`src/rfe_pkg.sv`:
```
// ----------------------------------------------------------------------------
// rfe_pkg: shared types and constants of the switch frame pulse encoder
// Holds the command codes, the register indexes, the timing register bundle
// and the classified command that travels from the front end to the back end.
// ----------------------------------------------------------------------------
package rfe_pkg;

  // Number of level bits that a dim frame carries.
  localparam int LEVEL_BITS = 4;
  localparam logic [3:0] LEVEL_MAX = 4'd15;

  // Reset values of the timing registers, in ticks.
  localparam logic [15:0] SHORT_RST     = 16'd275;
  localparam logic [15:0] LONG_RST      = 16'd1375;
  localparam logic [15:0] START_GAP_RST = 16'd2750;
  localparam logic [15:0] END_GAP_RST   = 16'd11000;

  typedef enum logic [1:0] {
    ACT_ON  = 2'd0,
    ACT_OFF = 2'd1,
    ACT_DIM = 2'd2
  } action_e;

  typedef enum logic [1:0] {
    CFG_SHORT     = 2'd0,
    CFG_LONG      = 2'd1,
    CFG_START_GAP = 2'd2,
    CFG_END_GAP   = 2'd3
  } cfg_reg_e;

  typedef struct packed {
    logic [15:0] short_ticks;
    logic [15:0] long_ticks;
    logic [15:0] start_gap_ticks;
    logic [15:0] end_gap_ticks;
  } timing_t;

  // Classified command; address and unit travel beside it.
  typedef struct packed {
    logic                  kind;
    logic                  start_ok;
    action_e               action;
    logic [LEVEL_BITS-1:0] level;
    logic [7:0]            reps;
  } cmd_t;

endpackage

```
`src/rfe_if.sv`:
```
// ----------------------------------------------------------------------------
// rfe_if: channel interfaces of the switch frame pulse encoder
// The tick channel carries one timing tick with an optional command, the
// result channel carries the pin level and status of that tick.
// ----------------------------------------------------------------------------
interface rfe_tick_if #(
  parameter int ADDRESS_BITS = 26,
  parameter int UNIT_BITS    = 4
) ();
  logic                    valid;
  logic                    ready;
  logic                    kind;
  logic [1:0]              action;
  logic [ADDRESS_BITS-1:0] device_address;
  logic [UNIT_BITS-1:0]    unit_number;
  logic [6:0]              dim_percent;
  logic [7:0]              repeat_count;

  modport source (
    output valid, kind, action, device_address, unit_number, dim_percent, repeat_count,
    input  ready
  );
  modport sink (
    input  valid, kind, action, device_address, unit_number, dim_percent, repeat_count,
    output ready
  );
endinterface

interface rfe_result_if ();
  logic valid;
  logic ready;
  logic pin_level;
  logic busy_res;
  logic rejected;

  modport source (
    output valid, pin_level, busy_res, rejected,
    input  ready
  );
  modport sink (
    input  valid, pin_level, busy_res, rejected,
    output ready
  );
endinterface

```
`src/rfe_front.sv`:
```
// ----------------------------------------------------------------------------
// rfe_front: input stage of the switch frame pulse encoder
// Registers each tick, checks the command code and turns the dim percent
// into a four-bit level before the item enters the queue.
// ----------------------------------------------------------------------------
module rfe_front #(
  parameter int ADDRESS_BITS = 26,
  parameter int UNIT_BITS    = 4
) (
  input  logic                    clk_i,
  input  logic                    rst_ni,
  rfe_tick_if.sink                tick_i,
  input  logic                    q_full_i,
  output logic                    q_push_o,
  output rfe_pkg::cmd_t           cmd_o,
  output logic [ADDRESS_BITS-1:0] addr_o,
  output logic [UNIT_BITS-1:0]    unit_o
);
  import rfe_pkg::*;

  logic        valid_q;
  cmd_t        cmd_d, cmd_q;
  logic [ADDRESS_BITS-1:0] addr_q;
  logic [UNIT_BITS-1:0]    unit_q;
  logic [10:0] scaled;
  logic [16:0] recip;
  logic [4:0]  quot;
  logic        take;

  assign tick_i.ready = !valid_q || !q_full_i;
  assign take         = tick_i.valid && tick_i.ready;
  assign q_push_o     = valid_q;

  // percent * 15 / 100: the product is a multiple of 15 below 2048, where
  // 41 / 4096 gives the exact floor of the division by 100.
  always_comb begin
    scaled = {tick_i.dim_percent, 4'b0000} - {4'b0000, tick_i.dim_percent};
    recip  = {6'd0, scaled} * 17'd41;
    quot   = recip[16:12];
    cmd_d.kind     = tick_i.kind;
    cmd_d.start_ok = (tick_i.action == ACT_ON) || (tick_i.action == ACT_OFF) ||
                     (tick_i.action == ACT_DIM);
    cmd_d.action   = action_e'(tick_i.action);
    cmd_d.level    = (quot > {1'b0, LEVEL_MAX}) ? LEVEL_MAX : quot[3:0];
    cmd_d.reps     = tick_i.repeat_count;
  end

  always_ff @(posedge clk_i or negedge rst_ni) begin
    if (!rst_ni) begin
      valid_q <= 1'b0;
    end else if (take) begin
      valid_q <= 1'b1;
    end else if (!q_full_i) begin
      valid_q <= 1'b0;
    end
  end

  always_ff @(posedge clk_i) begin
    if (take) begin
      cmd_q  <= cmd_d;
      addr_q <= tick_i.device_address;
      unit_q <= tick_i.unit_number;
    end
  end

  assign cmd_o  = cmd_q;
  assign addr_o = addr_q;
  assign unit_o = unit_q;

endmodule

```
`src/rfe_fifo.sv`:
```
// ----------------------------------------------------------------------------
// rfe_fifo: two-entry queue between front and back end
// Lets the input side and the frame engine stall independently.
// ----------------------------------------------------------------------------
module rfe_fifo #(
  parameter int WIDTH = 48
) (
  input  logic             clk_i,
  input  logic             rst_ni,
  input  logic             push_i,
  input  logic [WIDTH-1:0] data_i,
  output logic             full_o,
  input  logic             pop_i,
  output logic             valid_o,
  output logic [WIDTH-1:0] data_o
);
  logic [WIDTH-1:0] mem_q [2];
  logic             wr_ptr_q, rd_ptr_q;
  logic [1:0]       count_q;
  logic             do_push, do_pop;

  assign full_o  = count_q[1];
  assign valid_o = count_q != 2'd0;
  assign do_push = push_i && !full_o;
  assign do_pop  = pop_i && valid_o;
  assign data_o  = mem_q[rd_ptr_q];

  always_ff @(posedge clk_i or negedge rst_ni) begin
    if (!rst_ni) begin
      wr_ptr_q <= 1'b0;
      rd_ptr_q <= 1'b0;
      count_q  <= 2'd0;
    end else begin
      if (do_push) begin
        wr_ptr_q <= !wr_ptr_q;
      end
      if (do_pop) begin
        rd_ptr_q <= !rd_ptr_q;
      end
      if (do_push && !do_pop) begin
        count_q <= count_q + 2'd1;
      end else if (do_pop && !do_push) begin
        count_q <= count_q - 2'd1;
      end
    end
  end

  always_ff @(posedge clk_i) begin
    if (do_push) begin
      mem_q[wr_ptr_q] <= data_i;
    end
  end

endmodule

```
`src/rfe_back.sv`:
```
// ----------------------------------------------------------------------------
// rfe_back: frame engine of the switch frame pulse encoder
// Takes one tick a cycle from the queue unless result_o stalls, starts or
// rejects commands, walks the frame segment by segment and registers its result.
// ----------------------------------------------------------------------------
module rfe_back #(
  parameter int ADDRESS_BITS = 26,
  parameter int UNIT_BITS    = 4
) (
  input  logic                    clk_i,
  input  logic                    rst_ni,
  input  rfe_pkg::timing_t        timing_i,
  input  logic                    q_valid_i,
  input  rfe_pkg::cmd_t           cmd_i,
  input  logic [ADDRESS_BITS-1:0] addr_i,
  input  logic [UNIT_BITS-1:0]    unit_i,
  output logic                    q_pop_o,
  rfe_result_if.source            result_o
);
  import rfe_pkg::*;

  // Symbols: address, group bit, command, unit and (dim only) level.
  localparam int NSYM          = ADDRESS_BITS + 2 + UNIT_BITS + LEVEL_BITS;
  localparam int SEG_W         = $clog2(2 + 4 * NSYM + 4);
  localparam int K_W           = SEG_W - 2;
  localparam int SYM_END_PLAIN = 2 + 4 * (NSYM - LEVEL_BITS);
  localparam int SYM_END_DIM   = 2 + 4 * NSYM;
  localparam int CMD_SYM       = ADDRESS_BITS + 1;

  logic [15:0]             pc_q, pc_e, pc_d;
  logic [SEG_W-1:0]        seg_q, seg_e, seg_d;
  logic [7:0]              rep_q, rep_e, rep_d;
  logic [ADDRESS_BITS-1:0] addr_q, addr_e;
  logic [UNIT_BITS-1:0]    unit_q, unit_e;
  action_e                 act_q, act_e;
  logic [LEVEL_BITS-1:0]   lvl_q, lvl_e;

  logic ov_q, pin_q, busy_q, rej_q;
  logic advance, pop, start, rej, run, dim;

  logic [SEG_W-1:0] sym_end, rel, rest;
  logic [K_W-1:0]   k;
  logic [1:0]       s;
  logic [NSYM-1:0]  data_vec, rev, rev_sh;
  logic             sym_bit, dim_sym, long_low;
  logic             hi, last;
  logic [15:0]      len;
  logic [16:0]      cnt;
  logic             done;

  assign advance = !ov_q || result_o.ready;
  assign pop     = q_valid_i && advance;
  assign q_pop_o = pop;

  // Effective state for this tick: a start reloads everything first.
  always_comb begin
    start  = cmd_i.kind && (rep_q == 8'd0) && cmd_i.start_ok;
    rej    = cmd_i.kind && (rep_q != 8'd0);
    pc_e   = start ? 16'd0 : pc_q;
    seg_e  = start ? '0 : seg_q;
    rep_e  = start ? cmd_i.reps : rep_q;
    addr_e = start ? addr_i : addr_q;
    unit_e = start ? unit_i : unit_q;
    act_e  = start ? cmd_i.action : act_q;
    lvl_e  = start ? cmd_i.level : lvl_q;
    run    = rep_e != 8'd0;
  end

  // Segment decode.
  always_comb begin
    dim      = act_e == ACT_DIM;
    sym_end  = dim ? SEG_W'(SYM_END_DIM) : SEG_W'(SYM_END_PLAIN);
    rel      = seg_e - SEG_W'(2);
    k        = rel[SEG_W-1:2];
    s        = rel[1:0];
    rest     = seg_e - sym_end;
    data_vec = {addr_e, 1'b0, act_e == ACT_ON, unit_e, lvl_e};
    for (int i = 0; i < NSYM; i++) begin
      rev[i] = data_vec[NSYM-1-i];
    end
    rev_sh   = rev >> k;
    sym_bit  = rev_sh[0];
    dim_sym  = dim && (k == K_W'(CMD_SYM));
    // A one has its long low first, a zero has it second.
    long_low = !dim_sym && (sym_bit == !s[1]);
    last     = 1'b0;
    if (seg_e < SEG_W'(2)) begin
      hi  = seg_e == '0;
      len = hi ? timing_i.short_ticks : timing_i.start_gap_ticks;
    end else if (seg_e < sym_end) begin
      hi  = !s[0];
      len = (s[0] && long_low) ? timing_i.long_ticks : timing_i.short_ticks;
    end else begin
      hi   = dim ? (rest <= SEG_W'(2)) : (rest == '0);
      len  = hi ? timing_i.short_ticks : timing_i.end_gap_ticks;
      last = !hi;
    end
    cnt  = {1'b0, pc_e} + 17'd1;
    done = cnt >= {1'b0, len};
  end

  always_comb begin
    pc_d  = pc_e;
    seg_d = seg_e;
    rep_d = rep_e;
    if (run) begin
      if (done) begin
        pc_d = 16'd0;
        if (last) begin
          seg_d = '0;
          rep_d = rep_e - 8'd1;
        end else begin
          seg_d = seg_e + SEG_W'(1);
        end
      end else begin
        pc_d = cnt[15:0];
      end
    end
  end

  always_ff @(posedge clk_i or negedge rst_ni) begin
    if (!rst_ni) begin
      pc_q   <= 16'd0;
      seg_q  <= '0;
      rep_q  <= 8'd0;
      addr_q <= '0;
      unit_q <= '0;
      act_q  <= ACT_ON;
      lvl_q  <= '0;
      ov_q   <= 1'b0;
    end else begin
      if (pop) begin
        pc_q   <= pc_d;
        seg_q  <= seg_d;
        rep_q  <= rep_d;
        addr_q <= addr_e;
        unit_q <= unit_e;
        act_q  <= act_e;
        lvl_q  <= lvl_e;
      end
      if (advance) begin
        ov_q <= q_valid_i;
      end
    end
  end

  always_ff @(posedge clk_i) begin
    if (pop) begin
      pin_q  <= run && hi;
      busy_q <= run;
      rej_q  <= rej;
    end
  end

  assign result_o.valid     = ov_q;
  assign result_o.pin_level = pin_q;
  assign result_o.busy_res  = busy_q;
  assign result_o.rejected  = rej_q;

endmodule

```
`src/rf_switch_frame_pulse_encoder.sv`:
```
// ----------------------------------------------------------------------------
// rf_switch_frame_pulse_encoder: self-learning 433 MHz switch frame encoder
// Turns on, off and dim commands into the pulse train of a radio data pin.
// ----------------------------------------------------------------------------
// Every item on tick_i is one timing tick; every tick produces exactly one
// item on result_o with the pin level, a busy flag and a rejected flag for
// that tick. A tick whose kind is set carries a command: when the encoder
// is idle a valid command is latched and its first frame starts on that
// very tick, and when it is busy the command is dropped and flagged as
// rejected. The timing registers (short, long, start gap and end gap, in
// ticks) are written through cfg_we_i, cfg_idx_i and cfg_data_i; the user
// must write them only while the block is idle, the block does not enforce
// it. A tick passes an input register, a two-entry queue and the frame engine,
// whose output register presents the result. One tick is taken every cycle
// when nothing stalls: the frame engine updates its counters once per tick.
// When the receiver holds result_o.ready low, the engine stops and the input
// register and the two queue entries take at most three more items, after
// which tick_i.ready drops; no item is lost. Reset clears the frame state
// but not the result data: nothing is busy, no result is valid and the
// timing registers return to 275, 1375, 2750 and 11000 ticks.
// ----------------------------------------------------------------------------
module rf_switch_frame_pulse_encoder #(
  parameter int ADDRESS_BITS = 26,
  parameter int UNIT_BITS    = 4
) (
  input  logic        clk_i,
  input  logic        rst_ni,
  rfe_tick_if.sink    tick_i,
  rfe_result_if.source result_o,
  input  logic        cfg_we_i,
  input  logic [1:0]  cfg_idx_i,
  input  logic [15:0] cfg_data_i
);
  import rfe_pkg::*;

  localparam int Q_WIDTH = ADDRESS_BITS + UNIT_BITS + $bits(cmd_t);

  // Timing registers. Every index of the port names a register.
  timing_t timing_q, timing_d;

  always_comb begin
    timing_d = timing_q;
    if (cfg_we_i) begin
      case (cfg_reg_e'(cfg_idx_i))
        CFG_SHORT:     timing_d.short_ticks     = cfg_data_i;
        CFG_LONG:      timing_d.long_ticks      = cfg_data_i;
        CFG_START_GAP: timing_d.start_gap_ticks = cfg_data_i;
        CFG_END_GAP:   timing_d.end_gap_ticks   = cfg_data_i;
        default:       timing_d = timing_q;
      endcase
    end
  end

  always_ff @(posedge clk_i or negedge rst_ni) begin
    if (!rst_ni) begin
      timing_q.short_ticks     <= SHORT_RST;
      timing_q.long_ticks      <= LONG_RST;
      timing_q.start_gap_ticks <= START_GAP_RST;
      timing_q.end_gap_ticks   <= END_GAP_RST;
    end else begin
      timing_q <= timing_d;
    end
  end

  // Front end: registers and classifies each tick.
  logic                    q_full, q_push, q_valid, q_pop;
  cmd_t                    f_cmd, b_cmd;
  logic [ADDRESS_BITS-1:0] f_addr, b_addr;
  logic [UNIT_BITS-1:0]    f_unit, b_unit;

  rfe_front #(
    .ADDRESS_BITS(ADDRESS_BITS),
    .UNIT_BITS   (UNIT_BITS)
  ) u_front (
    .clk_i   (clk_i),
    .rst_ni  (rst_ni),
    .tick_i  (tick_i),
    .q_full_i(q_full),
    .q_push_o(q_push),
    .cmd_o   (f_cmd),
    .addr_o  (f_addr),
    .unit_o  (f_unit)
  );

  // Queue between the two halves.
  rfe_fifo #(
    .WIDTH(Q_WIDTH)
  ) u_fifo (
    .clk_i  (clk_i),
    .rst_ni (rst_ni),
    .push_i (q_push),
    .data_i ({f_addr, f_unit, f_cmd}),
    .full_o (q_full),
    .pop_i  (q_pop),
    .valid_o(q_valid),
    .data_o ({b_addr, b_unit, b_cmd})
  );

  // Back end: frame engine and result register.
  rfe_back #(
    .ADDRESS_BITS(ADDRESS_BITS),
    .UNIT_BITS   (UNIT_BITS)
  ) u_back (
    .clk_i    (clk_i),
    .rst_ni   (rst_ni),
    .timing_i (timing_q),
    .q_valid_i(q_valid),
    .cmd_i    (b_cmd),
    .addr_i   (b_addr),
    .unit_i   (b_unit),
    .q_pop_o  (q_pop),
    .result_o (result_o)
  );

endmodule
```
`src/flat_wrapper.sv`:
```
// flat-port wrapper written by rule: the top's interface ports become plain ports
module rf_switch_frame_pulse_encoder_flat import rfe_pkg::*;
#(
  parameter int ADDRESS_BITS = 26,
  parameter int UNIT_BITS    = 4
)
  (clk_i, rst_ni, cfg_we_i, cfg_idx_i, cfg_data_i, tick_i_valid, tick_i_kind, tick_i_action, tick_i_device_address, tick_i_unit_number, tick_i_dim_percent, tick_i_repeat_count, tick_i_ready, result_o_valid, result_o_pin_level, result_o_busy_res, result_o_rejected, result_o_ready);
  rfe_tick_if #(.ADDRESS_BITS(ADDRESS_BITS), .UNIT_BITS(UNIT_BITS)) tick_i_i ();
  rfe_result_if result_o_i ();
  input  logic clk_i;
  input  logic rst_ni;
  input  logic cfg_we_i;
  input  logic [1:0] cfg_idx_i;
  input  logic [15:0] cfg_data_i;
  input wire logic [$bits(tick_i_i.valid)-1:0] tick_i_valid;
  input wire logic [$bits(tick_i_i.kind)-1:0] tick_i_kind;
  input wire logic [$bits(tick_i_i.action)-1:0] tick_i_action;
  input wire logic [$bits(tick_i_i.device_address)-1:0] tick_i_device_address;
  input wire logic [$bits(tick_i_i.unit_number)-1:0] tick_i_unit_number;
  input wire logic [$bits(tick_i_i.dim_percent)-1:0] tick_i_dim_percent;
  input wire logic [$bits(tick_i_i.repeat_count)-1:0] tick_i_repeat_count;
  output wire logic [$bits(tick_i_i.ready)-1:0] tick_i_ready;
  output wire logic [$bits(result_o_i.valid)-1:0] result_o_valid;
  output wire logic [$bits(result_o_i.pin_level)-1:0] result_o_pin_level;
  output wire logic [$bits(result_o_i.busy_res)-1:0] result_o_busy_res;
  output wire logic [$bits(result_o_i.rejected)-1:0] result_o_rejected;
  input wire logic [$bits(result_o_i.ready)-1:0] result_o_ready;
  assign tick_i_i.valid = tick_i_valid;
  assign tick_i_i.kind = tick_i_kind;
  assign tick_i_i.action = tick_i_action;
  assign tick_i_i.device_address = tick_i_device_address;
  assign tick_i_i.unit_number = tick_i_unit_number;
  assign tick_i_i.dim_percent = tick_i_dim_percent;
  assign tick_i_i.repeat_count = tick_i_repeat_count;
  assign tick_i_ready = tick_i_i.ready;
  assign result_o_valid = result_o_i.valid;
  assign result_o_pin_level = result_o_i.pin_level;
  assign result_o_busy_res = result_o_i.busy_res;
  assign result_o_rejected = result_o_i.rejected;
  assign result_o_i.ready = result_o_ready;
  rf_switch_frame_pulse_encoder #(.ADDRESS_BITS(ADDRESS_BITS), .UNIT_BITS(UNIT_BITS)) u_core (.clk_i(clk_i), .rst_ni(rst_ni), .tick_i(tick_i_i), .result_o(result_o_i), .cfg_we_i(cfg_we_i), .cfg_idx_i(cfg_idx_i), .cfg_data_i(cfg_data_i));
endmodule
```
`config.mk`:
```
export PLATFORM = sky130hd
export DESIGN_NAME = rf_switch_frame_pulse_encoder_flat
export DESIGN_NICKNAME = d
export VERILOG_FILES = /design/src/rfe_pkg.sv /design/src/rfe_if.sv /design/src/rfe_front.sv /design/src/rfe_fifo.sv /design/src/rfe_back.sv /design/src/rf_switch_frame_pulse_encoder.sv /design/src/flat_wrapper.sv
export SDC_FILE = /design/constraint.sdc
export NUM_CORES = 1
export LEC_CHECK = 0
export BUFFER_PORTS_ARGS = -buffer_cell sky130_fd_sc_hd__buf_4
export CORE_MARGIN = 4
export CORE_UTILIZATION = 60
export DETAILED_ROUTE_END_ITERATION = 8
export PLACE_DENSITY = 0.78
export SLEW_MARGIN = 15
export SYNTH_ARGS = -nofsm -noshare
export SYNTH_HDL_FRONTEND = slang
export SYNTH_HIERARCHICAL = 1
export SYNTH_SLANG_ARGS = --single-unit
```
`constraint.sdc`:
```
create_clock -name clk_i -period 16.63 [get_ports clk_i]
set_input_delay 2.4945 -clock clk_i [delete_from_list [all_inputs] [get_ports clk_i]]
set_output_delay 2.4945 -clock clk_i [all_outputs]
set_load 0.005 [all_outputs]
```
==> results of run 1 <==
-- synthesized netlist by cell type, types with 4 or more instances --
library cell,n
nand4_1,7
a31oi_1,7
and2_1,8
o22ai_1,4
nor2b_1,6
a311oi_1,4
xnor2_1,23
a211oi_1,7
mux2_4,35
buf_6,8
inv_1,29
o221ai_1,8
dfstp_2,28
nand2_1,79
buf_2,5
o21a_1,7
nand3_1,32
o21ai_0,35
xor2_1,12
mux2i_1,22
nor4_1,4
or3_1,11
o31ai_1,8
o221ai_2,5
fa_1,4
nor3_1,20
mux2_2,126
clkbuf_1,34
or2_2,6
a22o_1,21
edfxtp_1,141
nand2b_1,12
a21oi_1,22
nor2_1,47
ha_1,65
nor3b_1,4
a21o_1,5
o21ai_1,9
a221o_1,4
dfrtp_1,110
or4_1,5
-- kinds of logic (layout without fill, tap and decap cells) --
| kind of cell | after synthesis | in the layout |
|---|---|---|
| muxes | 188 | 188 |
| DFF | 279 | 279 |
| AOI/OAI and AO/OA | 183 | 183 |
| and+or+nand+nor | 261 | 261 |
| buffers and inverters | 85 | 170 |
| xor gates and xnor gates | 36 | 36 |
| adders and majority gates | 69 | 69 |
-- critical path, delay by kind of cell, from the launching register on --
family / cells / cell delay [ns]
buf+inv: 4 / 1.49
xor+xnor: 2 / 0.43
mux: 4 / 1.23
compound gates: 11 / 2.04
simple gates: 6 / 2.33
flops: 1 / 0.35
fa+ha+maj: 2 / 0.44
-- flip-flops by register name (all words and copies together) (netlist names), 8 cells and up --
signal                 cells
u_core/timing_q           64
u_core/u_back/addr_q      26
u_core/u_back/pc_q        16
u_core/u_back/rep_q        8
u_core/u_back/seg_q        8
u_core/u_fifo/mem_q       92
u_core/u_front/addr_o     26
u_core/u_front/cmd_o      16
-- power breakdown --
group / total, uW / internal, uW / switching [uW] / leakage, uW
clock network: 621 / 366 / 256 / 0.000458
logic: 768 / 357 / 412 / 0.00295
registers: 1050 / 955 / 94.1 / 0.00298
total: 2440 / 1680 / 761 / 0.00638
-- area by class of cell --
type,count,area [sq um],area share (%)
sequential,279,7720,48.1
tap,319,399,2.49
inverter,30,113,0.701
clock inverter,8,46.3,0.288
clock buffer,46,891,5.55
timing repair buffer,86,649,4.04
multi-input combinational,737,6240,38.8
-- path summary, 6_finish.rpt --
kind                                          start                    endpoint  slack, ns
hold reg to reg            u_core/u_front/addr_o[1]  u_core/u_fifo/mem_q[0][21]       0.44
setup reg to reg             u_core/u_fifo/rd_ptr_q       u_core/u_back/pc_q[1]       8.19
hold / removal             u_core/u_front/addr_o[1]  u_core/u_fifo/mem_q[0][21]       0.44
setup / recovery             u_core/u_fifo/rd_ptr_q       u_core/u_back/pc_q[1]       8.19
min in group asynchronous                    rst_ni    u_core/u_back/addr_q[15]       1.98
max in group asynchronous                    rst_ni      u_core/u_fifo/rd_ptr_q      13.32
-- through the flow --
step	hold WS (ns)	std cells	total power, uW	setup WS (ns)	instance area (sq um)
2_1_floorplan	0.421	1101	1620	9.23	14300
3_3_place_gp	0.423	1451	1790	8.45	15100
3_5_place_dp	0.430	1451	1830	8.21	15100
4_1_cts	0.444	1505	2460	8.22	16100
5_1_grt	0.457	1505	2580	7.44	16100
6_report	0.441	1505	2440	8.19	16100
-- routing by layer --
metal | vias to the layer above | wire, um
met5 | - | 0
met3 | 56 | 1130
met4 | 0 | 797
met1 | 4581 | 12700
li1 | 4285 | -
met2 | 228 | 13600
==> metrics.log, run 1 <==
[metrics] outcome: finished, final reports clean
[metrics] kind of critical path: reg -> reg
[metrics] hold_buf cts: 0
[metrics] time the final worst path needs with I/O delays and setup: 8.44 ns
[metrics] setup repair after global routing missed its margin: false
[metrics] DR vias/cell: 6.08
[metrics] worst skew pair latency: 0.54 ns
[metrics] max-capacitance violation count: 0
[metrics] Hold Violations, Final: 0
[metrics] count of pins on the block boundary: 76
[metrics] DRC violations left: 0
[metrics] die outline area: between 20000 and 30000 sq um
[metrics] via count of the first global-routing pass: a little over 9000
[metrics] share of the yosys chip area belonging to registers: a little over half
[metrics] first-pass GRT wire length: between 40000 and 50000 um
[metrics] largest family of logic cells by synthesized area: multiplexers
[metrics] Peak Freq: 118 MHz
[metrics] portion of synthesized cell area occupied by the leading cell type: a little under 30%
[metrics] initial detailed-routing violation count: approximately 710
[metrics] share of post-route cells with drive strength above 1: approximately 30%
[metrics] core footprint: 23500 sq um
[metrics] # rows: 56
[metrics] final weighted congestion in routability-driven placement: around 0.94
[metrics] global route total overflow: 0
[metrics] cell seen most often among critical-path stages: buf_4
[metrics] parity-gate share of the synthesized area counting xor and xnor cells: under 10%
[metrics] antenna diode count: 0
[metrics] count of cells along the worst hold path: 0
[metrics] endpoint kind of the worst setup timing path: flop
[metrics] number of buffers inserted by port buffering: between 70 and 80
[metrics] met1 usage: between 30% and 40%
[metrics] initial antenna violation count: 0
[metrics] Relative slew margins: a little under a quarter
[metrics] post-CTS setup buffer count: 0
[metrics] synthesized instance count: about 1100
[metrics] wire per inst: between 15 and 20 um
[metrics] number of cells upsized or downsized after cts: 0
[metrics] arrival time reported for the critical path endpoint: a little under 9 ns
[metrics] adder-cell share of the synthesized area: under 10%
[metrics] cell type with the highest aggregate area in the netlist: edfxtp_1
[metrics] transition time of the tightest slew-check pin: 1.14 ns
[metrics] most area-consuming cells after synthesis: edfxtp_1 30%, dfrtp_1 19%, mux2_2 9.9%
[metrics] number of H-tree levels: 1
[metrics] net count after synthesis: ~1200
[metrics] maximum net fanout on the critical path: 47
[metrics] leading cell type in the layout, fill and taps excluded: edfxtp_1
[metrics] number of detailed-routing iterations run before antenna repair: 4
[metrics] final core utilization: between 60% and 70%
[metrics] clock tree from TritonCTS: yes
[metrics] largest net degree at the start of global routing: between 70 and 80
[metrics] post-synthesis to final-layout area growth: 12.1%
[metrics] mux contribution to synthesized area: around 16%
[metrics] TritonCTS Buffers: 29
[metrics] biggest cell delay along the critical path: about 0.77 ns
[metrics] type of element launching the critical path: flop
[metrics] met2 capacity usage during global routing: 35.2%
[metrics] count of final max-slew check failures: 0
[metrics] starting density of the core: 61.0%
[metrics] Static Leakage: 0.00638 uW
[metrics] die height: ~160 um
[metrics] Detail Placement HPWL: between 15000 and 20000 um
[metrics] CTS max path bufs: 3
[metrics] count of unique library cells instantiated by Yosys: between 80 and 90
[metrics] mapped cell area: between 10000 and 15000 sq um
[metrics] fin crit share: 50.8%
[metrics] total of fill cells in the finished design: 1670
[metrics] clk sink count: roughly 280
[metrics] required time at the endpoint of the critical path: 17.10 ns
[metrics] TNS Setup: 0 ns
[metrics] total track usage: 21.6%
[metrics] yosys synthesis warning count: 6
[metrics] path class of the lowest-slack min-delay path: reg -> reg
[metrics] die span in x: 163 um
[metrics] Mapped Avg Cell Area: between 10 and 15 sq um
[metrics] met3 track demand over resource: between 2 and 3%
[metrics] simple-gate area share of the yosys netlist: under 10%
[metrics] Synth Flop Type: edfxtp_1
[metrics] commonest non-fill, non-tap cells in the layout: 141 x edfxtp_1, 126 x mux2_2, 109 x dfrtp_1
[metrics] number of synthesized flops with an enable pin: 141
[metrics] total of endpoints with negative setup slack in the final report: 0
[metrics] synthesized flop and latch total: approximately 280
[metrics] clock root buffer master: clkbuf_16
[metrics] total number of vias: approximately 9200
[metrics] highest-utilization routing layer at the global route stage: met2
[metrics] reg2reg path depth: 29
[metrics] NumNets Final: 1303
[metrics] final wirelength: 28200 um
[metrics] cell with the largest stage delay on the worst path: nor3_4
[metrics] antenna-violating nets left: 0
[metrics] Compound-Gate Fraction of Synth Area: about a tenth
[metrics] Clock Skews: approximately 0.014 ns
[metrics] CTS clock-pin slew for the worst setup and hold paths: ~0.060 ns
[metrics] proportion of synthesized flip-flops having asynchronous set or reset: between 40% and 50%
[metrics] Peak VDD IR: approximately 0.10 mV
[metrics] power per unit of standard cell area: between 150 and 200 nW/um^2
Note: power is estimated with default switching activity, not from simulation.
==> run 2, diff against run 1 <==
Clock period 16.63 ns to 8.4 ns, I/O delays scaled along.
==> run 2 against run 1 <==
  * Sequential power rose by 98%
  * First-iteration DRC count fell by 12%
  * Largest cell class unchanged
  * Combinational power rose by 100%
  * Clock-buffer cell count fell by 16
  * Fmax rose by 12%
  * Non-clock buffer count rose by 10
  * Clock skew rose by 0.0083 ns
  * Global-route usage rose by 0.20 points
  * Largest power group unchanged
  * Hold slack got worse by 0.00095 ns
  * Clock power rose by 140%
==> metrics.log, run 2 (synthesis gave the netlist of run 1 again) <==
[metrics] die outline area: ~26000 sq um
[metrics] # rows: 56
[metrics] cell with the largest stage delay on the worst path: or4_1
[metrics] NumNets Final: 1313
[metrics] required time at the endpoint of the critical path: 8.87 ns
[metrics] arrival time reported for the critical path endpoint: ~8 ns
[metrics] total number of vias: between 9000 and 10000
[metrics] CTS max path bufs: 3
[metrics] share of post-route cells with drive strength above 1: 31.7%
[metrics] reg2reg path depth: 28
[metrics] post-synthesis to final-layout area growth: 14.3%
[metrics] total of endpoints with negative setup slack in the final report: 0
[metrics] Detail Placement HPWL: about 19000 um
[metrics] transition time of the tightest slew-check pin: approximately 1.1 ns
[metrics] number of detailed-routing iterations run before antenna repair: 5
[metrics] count of pins on the block boundary: 76
[metrics] path class of the lowest-slack min-delay path: reg -> reg
[metrics] Most flops, register: u_core/u_fifo/mem_q
[metrics] logic gate share of total power: a little under a third
[metrics] Largest register FFs: just over 90
[metrics] TritonCTS Buffers: 29
[metrics] total track usage: around 22%
[metrics] total of fill cells in the finished design: 1604
[metrics] fin crit share: ~89%
[metrics] Relative slew margins: approximately a quarter
[metrics] worst skew pair latency: 0.55 ns
[metrics] Fin Hold WS: 0.440 ns
[metrics] TNS Setup: 0 ns
[metrics] maximum net fanout on the critical path: 20
[metrics] setup repair after global routing missed its margin: false
[metrics] number of H-tree levels: 1
[metrics] clk sink count: ~280
[metrics] final core utilization: about 70%
[metrics] wire per inst: 19.0 um
[metrics] worst reg2reg endpoint: u_core/u_back/pc_q[2]
[metrics] sequential cell fraction of total power: around two fifths
[metrics] critical hold path startpoint: u_core/u_front/addr_o[25]
[metrics] antenna-violating nets left: 0
[metrics] net switching power: approximately 1500 uW
[metrics] biggest cell delay along the critical path: 0.67 ns
[metrics] die height: around 160 um
[metrics] Hold Violations, Final: 0
[metrics] CTS clock-pin slew for the worst setup and hold paths: 0.06 ns
[metrics] final wirelength: roughly 29000 um
[metrics] largest net degree at the start of global routing: 75
[metrics] count of final max-slew check failures: 0
[metrics] endpoint kind of the worst setup timing path: flop
[metrics] type of element launching the critical path: flop
[metrics] first-pass GRT wire length: 47400 um
[metrics] initial antenna violation count: 0
[metrics] leading cell type in the layout, fill and taps excluded: edfxtp_1
[metrics] power per unit of standard cell area: about 310 nW/um^2
[metrics] via count of the first global-routing pass: 9262
[metrics] beginning of the worst register-to-register path: u_core/u_back/rep_q[4]
[metrics] Clock Skews: roughly 0.022 ns
[metrics] Internal Dissipation: about 3600 uW
[metrics] outcome: finished, final reports clean
[metrics] clock root buffer master: clkbuf_16
[metrics] antenna diode count: 0
[metrics] Static Leakage: 0.00654 uW
[metrics] time the final worst path needs with I/O delays and setup: 7.50 ns
[metrics] final weighted congestion in routability-driven placement: around 0.90
[metrics] Net Sw Frac: between 20 and 30%
[metrics] biggest regs: u_core/u_fifo/mem_q (92), u_core/timing_q (64)
[metrics] clock network fraction of total power: ~29%
[metrics] kind of cell adding the most delay to the critical path: simple AND/OR/NAND/NOR gates
[metrics] starting density of the core: 61.0%
[metrics] Critical path buffers and inverters: 4
[metrics] global route total overflow: 0
[metrics] die span in x: approximately 160 um
[metrics] core footprint: roughly 23000 sq um
[metrics] number of buffers inserted by port buffering: 75
[metrics] Peak VDD IR: 0.222 mV
[metrics] DRC violations left: 0
[metrics] commonest non-fill, non-tap cells in the layout: 141 x edfxtp_1, 126 x mux2_2, 109 x dfrtp_1
[metrics] kind of critical path: reg -> reg
[metrics] count of cells along the worst hold path: 0
[metrics] internal reg-to-reg setup slack: between 0.8 and 0.9 ns
[metrics] max-capacitance violation count: 0
[metrics] Peak Freq: ~130 MHz
[metrics] DR vias/cell: 6.08
[metrics] initial detailed-routing violation count: 626
[metrics] worst hold endpoint: u_core/u_fifo/mem_q[0][45]
[metrics] clock tree from TritonCTS: yes
-- run 2: through the flow --
stage	std cells	instance area, sq um	power (uW)	worst slack, ns
5_1_grt	1515	16400	5410	0.404
3_5_place_dp	1456	15200	3620	0.751
4_1_cts	1510	16300	5150	0.675
6_report	1515	16400	5130	0.897
2_1_floorplan	1101	14300	3210	0.999
3_3_place_gp	1456	15200	3550	0.878
-- run 2: routing by layer --
layer	share of wire [%]	track usage, %	up-vias
met3	5.0	3.09	55
met4	2.5	6.02	0
met5	0	0	-
met1	44	30.8	4570
met2	49	35.8	289
li1	-	-	4293
-- run 2: worst register-to-register path, delay by kind of cell (launching register included) --
family          cells  cell delay, ns
compound gates     11            1.99
buf+inv             4            0.82
flops               1            0.42
simple gates        6            2.16
xor+xnor            2            0.36
fa+ha+maj           2            0.76
mux                 3            0.91
-- run 2: worst max path at each step --
stage | slack [ns] | end | cells past startpoint | start
floorplan | 1.0 | u_core/u_back/seg_q[1] | 33 | u_core/u_back/rep_q[2]
global placement | 0.88 | u_core/u_back/rep_q[6] | 27 | u_core/u_back/rep_q[2]
detailed placement | 0.75 | u_core/u_back/pc_q[2] | 26 | u_core/u_back/rep_q[2]
CTS | 0.67 | u_core/u_back/pc_q[7] | 26 | u_core/u_back/rep_q[4]
global route | 0.40 | u_core/u_back/pc_q[2] | 28 | u_core/u_back/rep_q[4]
finish | 0.90 | u_core/u_back/pc_q[2] | 28 | u_core/u_back/rep_q[4]
-- run 2: cell type report --
class / instances / area (sq um) / share of cell area [%]
Sequential cell: 279 / 7720 / 47.2
Multi-Input combinational cell: 737 / 6240 / 38.1
Timing Repair Buffer: 96 / 762 / 4.65
Clock buffer: 30 / 739 / 4.52
Clock inverter: 24 / 404 / 2.47
Tap cell: 319 / 399 / 2.44
Inverter: 30 / 113 / 0.688
-- run 2: power groups by stage --
stage          clock network, uW  registers (uW)  logic (uW)
6_report                    1500            2080        1540
5_1_grt                     1600            2120        1700
4_1_cts                     1530            2080        1540
3_5_place_dp                   0            2100        1520
3_3_place_gp                   0            2080        1470
2_1_floorplan                  0            2030        1190
-- run 2: timing repair --
| action | 4_1_cts | 5_1_grt |
|---|---|---|
| gates resized for setup | 0 | 0 |
| setup buffers | 0 | 5 |
| hold buffers | 0 | 0 |
| hold endpoints to repair | 0 | 0 |
| setup endpoints to repair | 0 | 14 |
==> run 3, diff against run 2 <==
Settings changed: CORE_UTILIZATION 60 to 40, PLACE_DENSITY 0.78 to not set.
==> run 3 against run 2 <==
  * Clock power down 5%
  * Sequential cell count is the same
  * Final cell count up 9.6%
  * Combinational power about the same
  * Sequential share of layout area is 0.27 points lower
  * First-iteration DRC count fell by 29%
  * Critical path depth shrank 5
  * Register-to-register slack lost 0.39 ns
  * Design area is 0.58% higher
  * Global-route usage shrank 6.5 points
  * Routed wire length is 2.3% higher
  * Hold slack improved by 0.0027 ns
  * Critical path type unchanged
  * Largest cell class unchanged
  * Largest power group unchanged
==> metrics.log, run 3 (synthesis gave the netlist of run 1 again) <==
[metrics] outcome: finished, final reports clean
[metrics] # rows: a little under 70
[metrics] clock root buffer master: clkbuf_16
[metrics] cell with the largest stage delay on the worst path: or4_1
[metrics] CTS max path bufs: 3
[metrics] die height: 197 um
[metrics] hold_buf cts: 0
[metrics] die span in x: 197 um
[metrics] NumNets Final: between 1000 and 1500
[metrics] clk sink count: between 200 and 300
[metrics] path class of the lowest-slack min-delay path: reg -> reg
[metrics] die outline area: around 40000 sq um
[metrics] total power after layout: between 5000 and 6000 uW
[metrics] count of final max-slew check failures: 0
[metrics] Peak Freq: 127 MHz
[metrics] antenna-violating nets left: 0
[metrics] transition time of the tightest slew-check pin: 1.14 ns
[metrics] via count of the first global-routing pass: roughly 9000
[metrics] total track usage: approximately 15%
[metrics] global route total overflow: 0
[metrics] kind of critical path: reg -> reg
[metrics] count of pins on the block boundary: 76
[metrics] clock network fraction of total power: between 20 and 30%
[metrics] number of H-tree levels: 2
[metrics] leading cell type in the layout, fill and taps excluded: edfxtp_1
[metrics] crit path setup slack, layout: slightly above 0.5 ns
[metrics] antenna diode count: 0
[metrics] biggest cell delay along the critical path: slightly below 0.7 ns
[metrics] Peak VDD IR: between 0.2 and 0.25 mV
[metrics] share of post-route cells with drive strength above 1: a little under a third
[metrics] final weighted congestion in routability-driven placement: between 0.8 and 0.9
[metrics] required time at the endpoint of the critical path: slightly below 9 ns
[metrics] maximum net fanout on the critical path: 12
[metrics] Relative slew margins: a little under a quarter
[metrics] Hold Violations, Final: 0
[metrics] final core utilization: a little under half
[metrics] biggest regs: u_core/u_fifo/mem_q (92), u_core/timing_q (64)
[metrics] total number of vias: about 9000
[metrics] core footprint: ~35000 sq um
[metrics] endpoint kind of the worst setup timing path: flop
[metrics] max-capacitance violation count: 0
[metrics] Net Sw Frac: 30.9%
[metrics] Worst Setup Slack post-DPL: roughly 0.42 ns
[metrics] clock tree from TritonCTS: yes
[metrics] DRC violations left: 0
[metrics] type of element launching the critical path: flop
[metrics] final wirelength: 29400 um
[metrics] Static Leakage: 0.00651 uW
[metrics] post-CTS setup buffer count: 0
[metrics] wire per inst: about 18 um
[metrics] logic gate share of total power: a little under a third
[metrics] largest net degree at the start of global routing: ~80
[metrics] commonest non-fill, non-tap cells in the layout: 141 x edfxtp_1, 126 x mux2_2, 109 x dfrtp_1
[metrics] initial detailed-routing violation count: around 450
[metrics] TritonCTS Buffers: 34
[metrics] power per unit of standard cell area: between 300 and 400 nW/um^2
[metrics] DR vias/cell: ~5.4
[metrics] area used by sequential logic in the layout: 7720 sq um
[metrics] number of buffers inserted by port buffering: 75
[metrics] setup repair after global routing missed its margin: false
[metrics] Most flops, register: u_core/u_fifo/mem_q
[metrics] sequential cell fraction of total power: between 40% and 50%
[metrics] arrival time reported for the critical path endpoint: slightly above 8 ns
[metrics] worst skew pair latency: around 0.53 ns
[metrics] multi-input combinational cell area: 6250 sq um
[metrics] net switching power: between 1500 and 2000 uW
[metrics] Largest register FFs: just over 90
[metrics] total of endpoints with negative setup slack in the final report: 0
[metrics] CP Cell Sequence: or4_1 > or3_1 > nand2_1 > ha_1 > xor2_1 > buf_4 > mux2i_1 > mux4_1 > a211oi_1 > a311oi_2 > a2111oi_2 > xnor2_1 > nor3_4 > buf_4 > mux2_2 > o221ai_1 > ha_1 > nand4_1 > o41ai_1 > a311oi_4 > nand4b_1 > or3_1 > a221o_1
[metrics] initial antenna violation count: 0
[metrics] Fin Hold WS: 0.442 ns
[metrics] total of fill cells in the finished design: 3157
[metrics] Internal Dissipation: around 3500 uW
[metrics] CTS clock-pin slew for the worst setup and hold paths: ~0.06 ns
[metrics] post-synthesis to final-layout area growth: 15.0%
[metrics] number of detailed-routing iterations run before antenna repair: 5
[metrics] Clock Skews: between 0.02 and 0.03 ns
[metrics] time the final worst path needs with I/O delays and setup: 7.89 ns
[metrics] starting density of the core: 40.4%
[metrics] fin crit share: 94.0%
[metrics] TNS Setup: 0 ns
[metrics] Detail Placement HPWL: 19700 um
[metrics] first-pass GRT wire length: 48700 um
## run 3: cell count changes in the layout (fill, tap and decap cells not counted), moves of 3 or more
cell / delta
clkbuf_8: +3
bufinv_16: -9
buf_12: -3
clkbuf_1: +8
clkbuf_16: +6
## run 3: timing repair
| item | 4_1_cts | 5_1_grt |
|---|---|---|
| endpoints found under the setup margin | 0 | 14 |
| hold endpoints to repair | 0 | 0 |
| gates resized for setup | 0 | 1 |
## run 3: stage by stage
stage / cell area, sq um / instances
final: 16500 / 1661
after global routing: 16500 / 1661
after CTS: 16500 / 1661
after detailed placement: 15300 / 1599
after global placement: 15300 / 1599
after floorplan: 14300 / 1101
## run 3: metal layers
metal	track usage [%]	share of wire, %	up-vias
li1	-	-	4308
met5	0	0	-
met2	24.7	48	163
met3	3.19	4.4	31
met1	21.2	46	4426
met4	4.08	1.7	0
## run 3: power groups by stage
stage               Clock, uW  Sequential (uW)  Combinational (uW)
CTS                      1480             2080                1540
detailed placement          0             2100                1530
global placement            0             2090                1500
global route             1540             2120                1680
finish                   1430             2080                1510
floorplan                   0             2030                1190
## run 3: worst paths after layout
check	from	endpoint	slack, ns	cells after the start
setup / recovery	u_core/u_back/rep_q[2]	u_core/u_back/rep_q[6]	0.51	23
hold / removal	u_core/u_front/unit_o[1]	u_core/u_fifo/mem_q[0][17]	0.44	0
setup reg to reg	u_core/u_back/rep_q[2]	u_core/u_back/rep_q[6]	0.51	23
hold reg to reg	u_core/u_front/unit_o[1]	u_core/u_fifo/mem_q[0][17]	0.44	0
max in group asynchronous	rst_ni	u_core/timing_q[59]	6.22	2
min in group asynchronous	rst_ni	u_core/u_back/addr_q[9]	0.70	1
## run 3: final cells by class
cell class | instances | area share [%]
flip-flops and latches | 279 | 46.9
clock buffers | 47 | 5.83
clock inverters | 15 | 0.957
inverters | 30 | 0.684
repair buffers | 92 | 4.22
multi-input cells | 737 | 37.9
well taps | 461 | 3.50
## run 3: critical path: cells and delay by family (launching register included)
kind / cells / cell delay [ns]
AO/OA/AOI/OAI: 7 / 2.03
XOR/XNOR: 2 / 0.41
adder cells (fa/ha/maj): 2 / 0.72
buffers and inverters: 2 / 0.50
flip-flops: 1 / 0.41
multiplexers: 3 / 0.90
AND/OR/NAND/NOR: 7 / 2.81
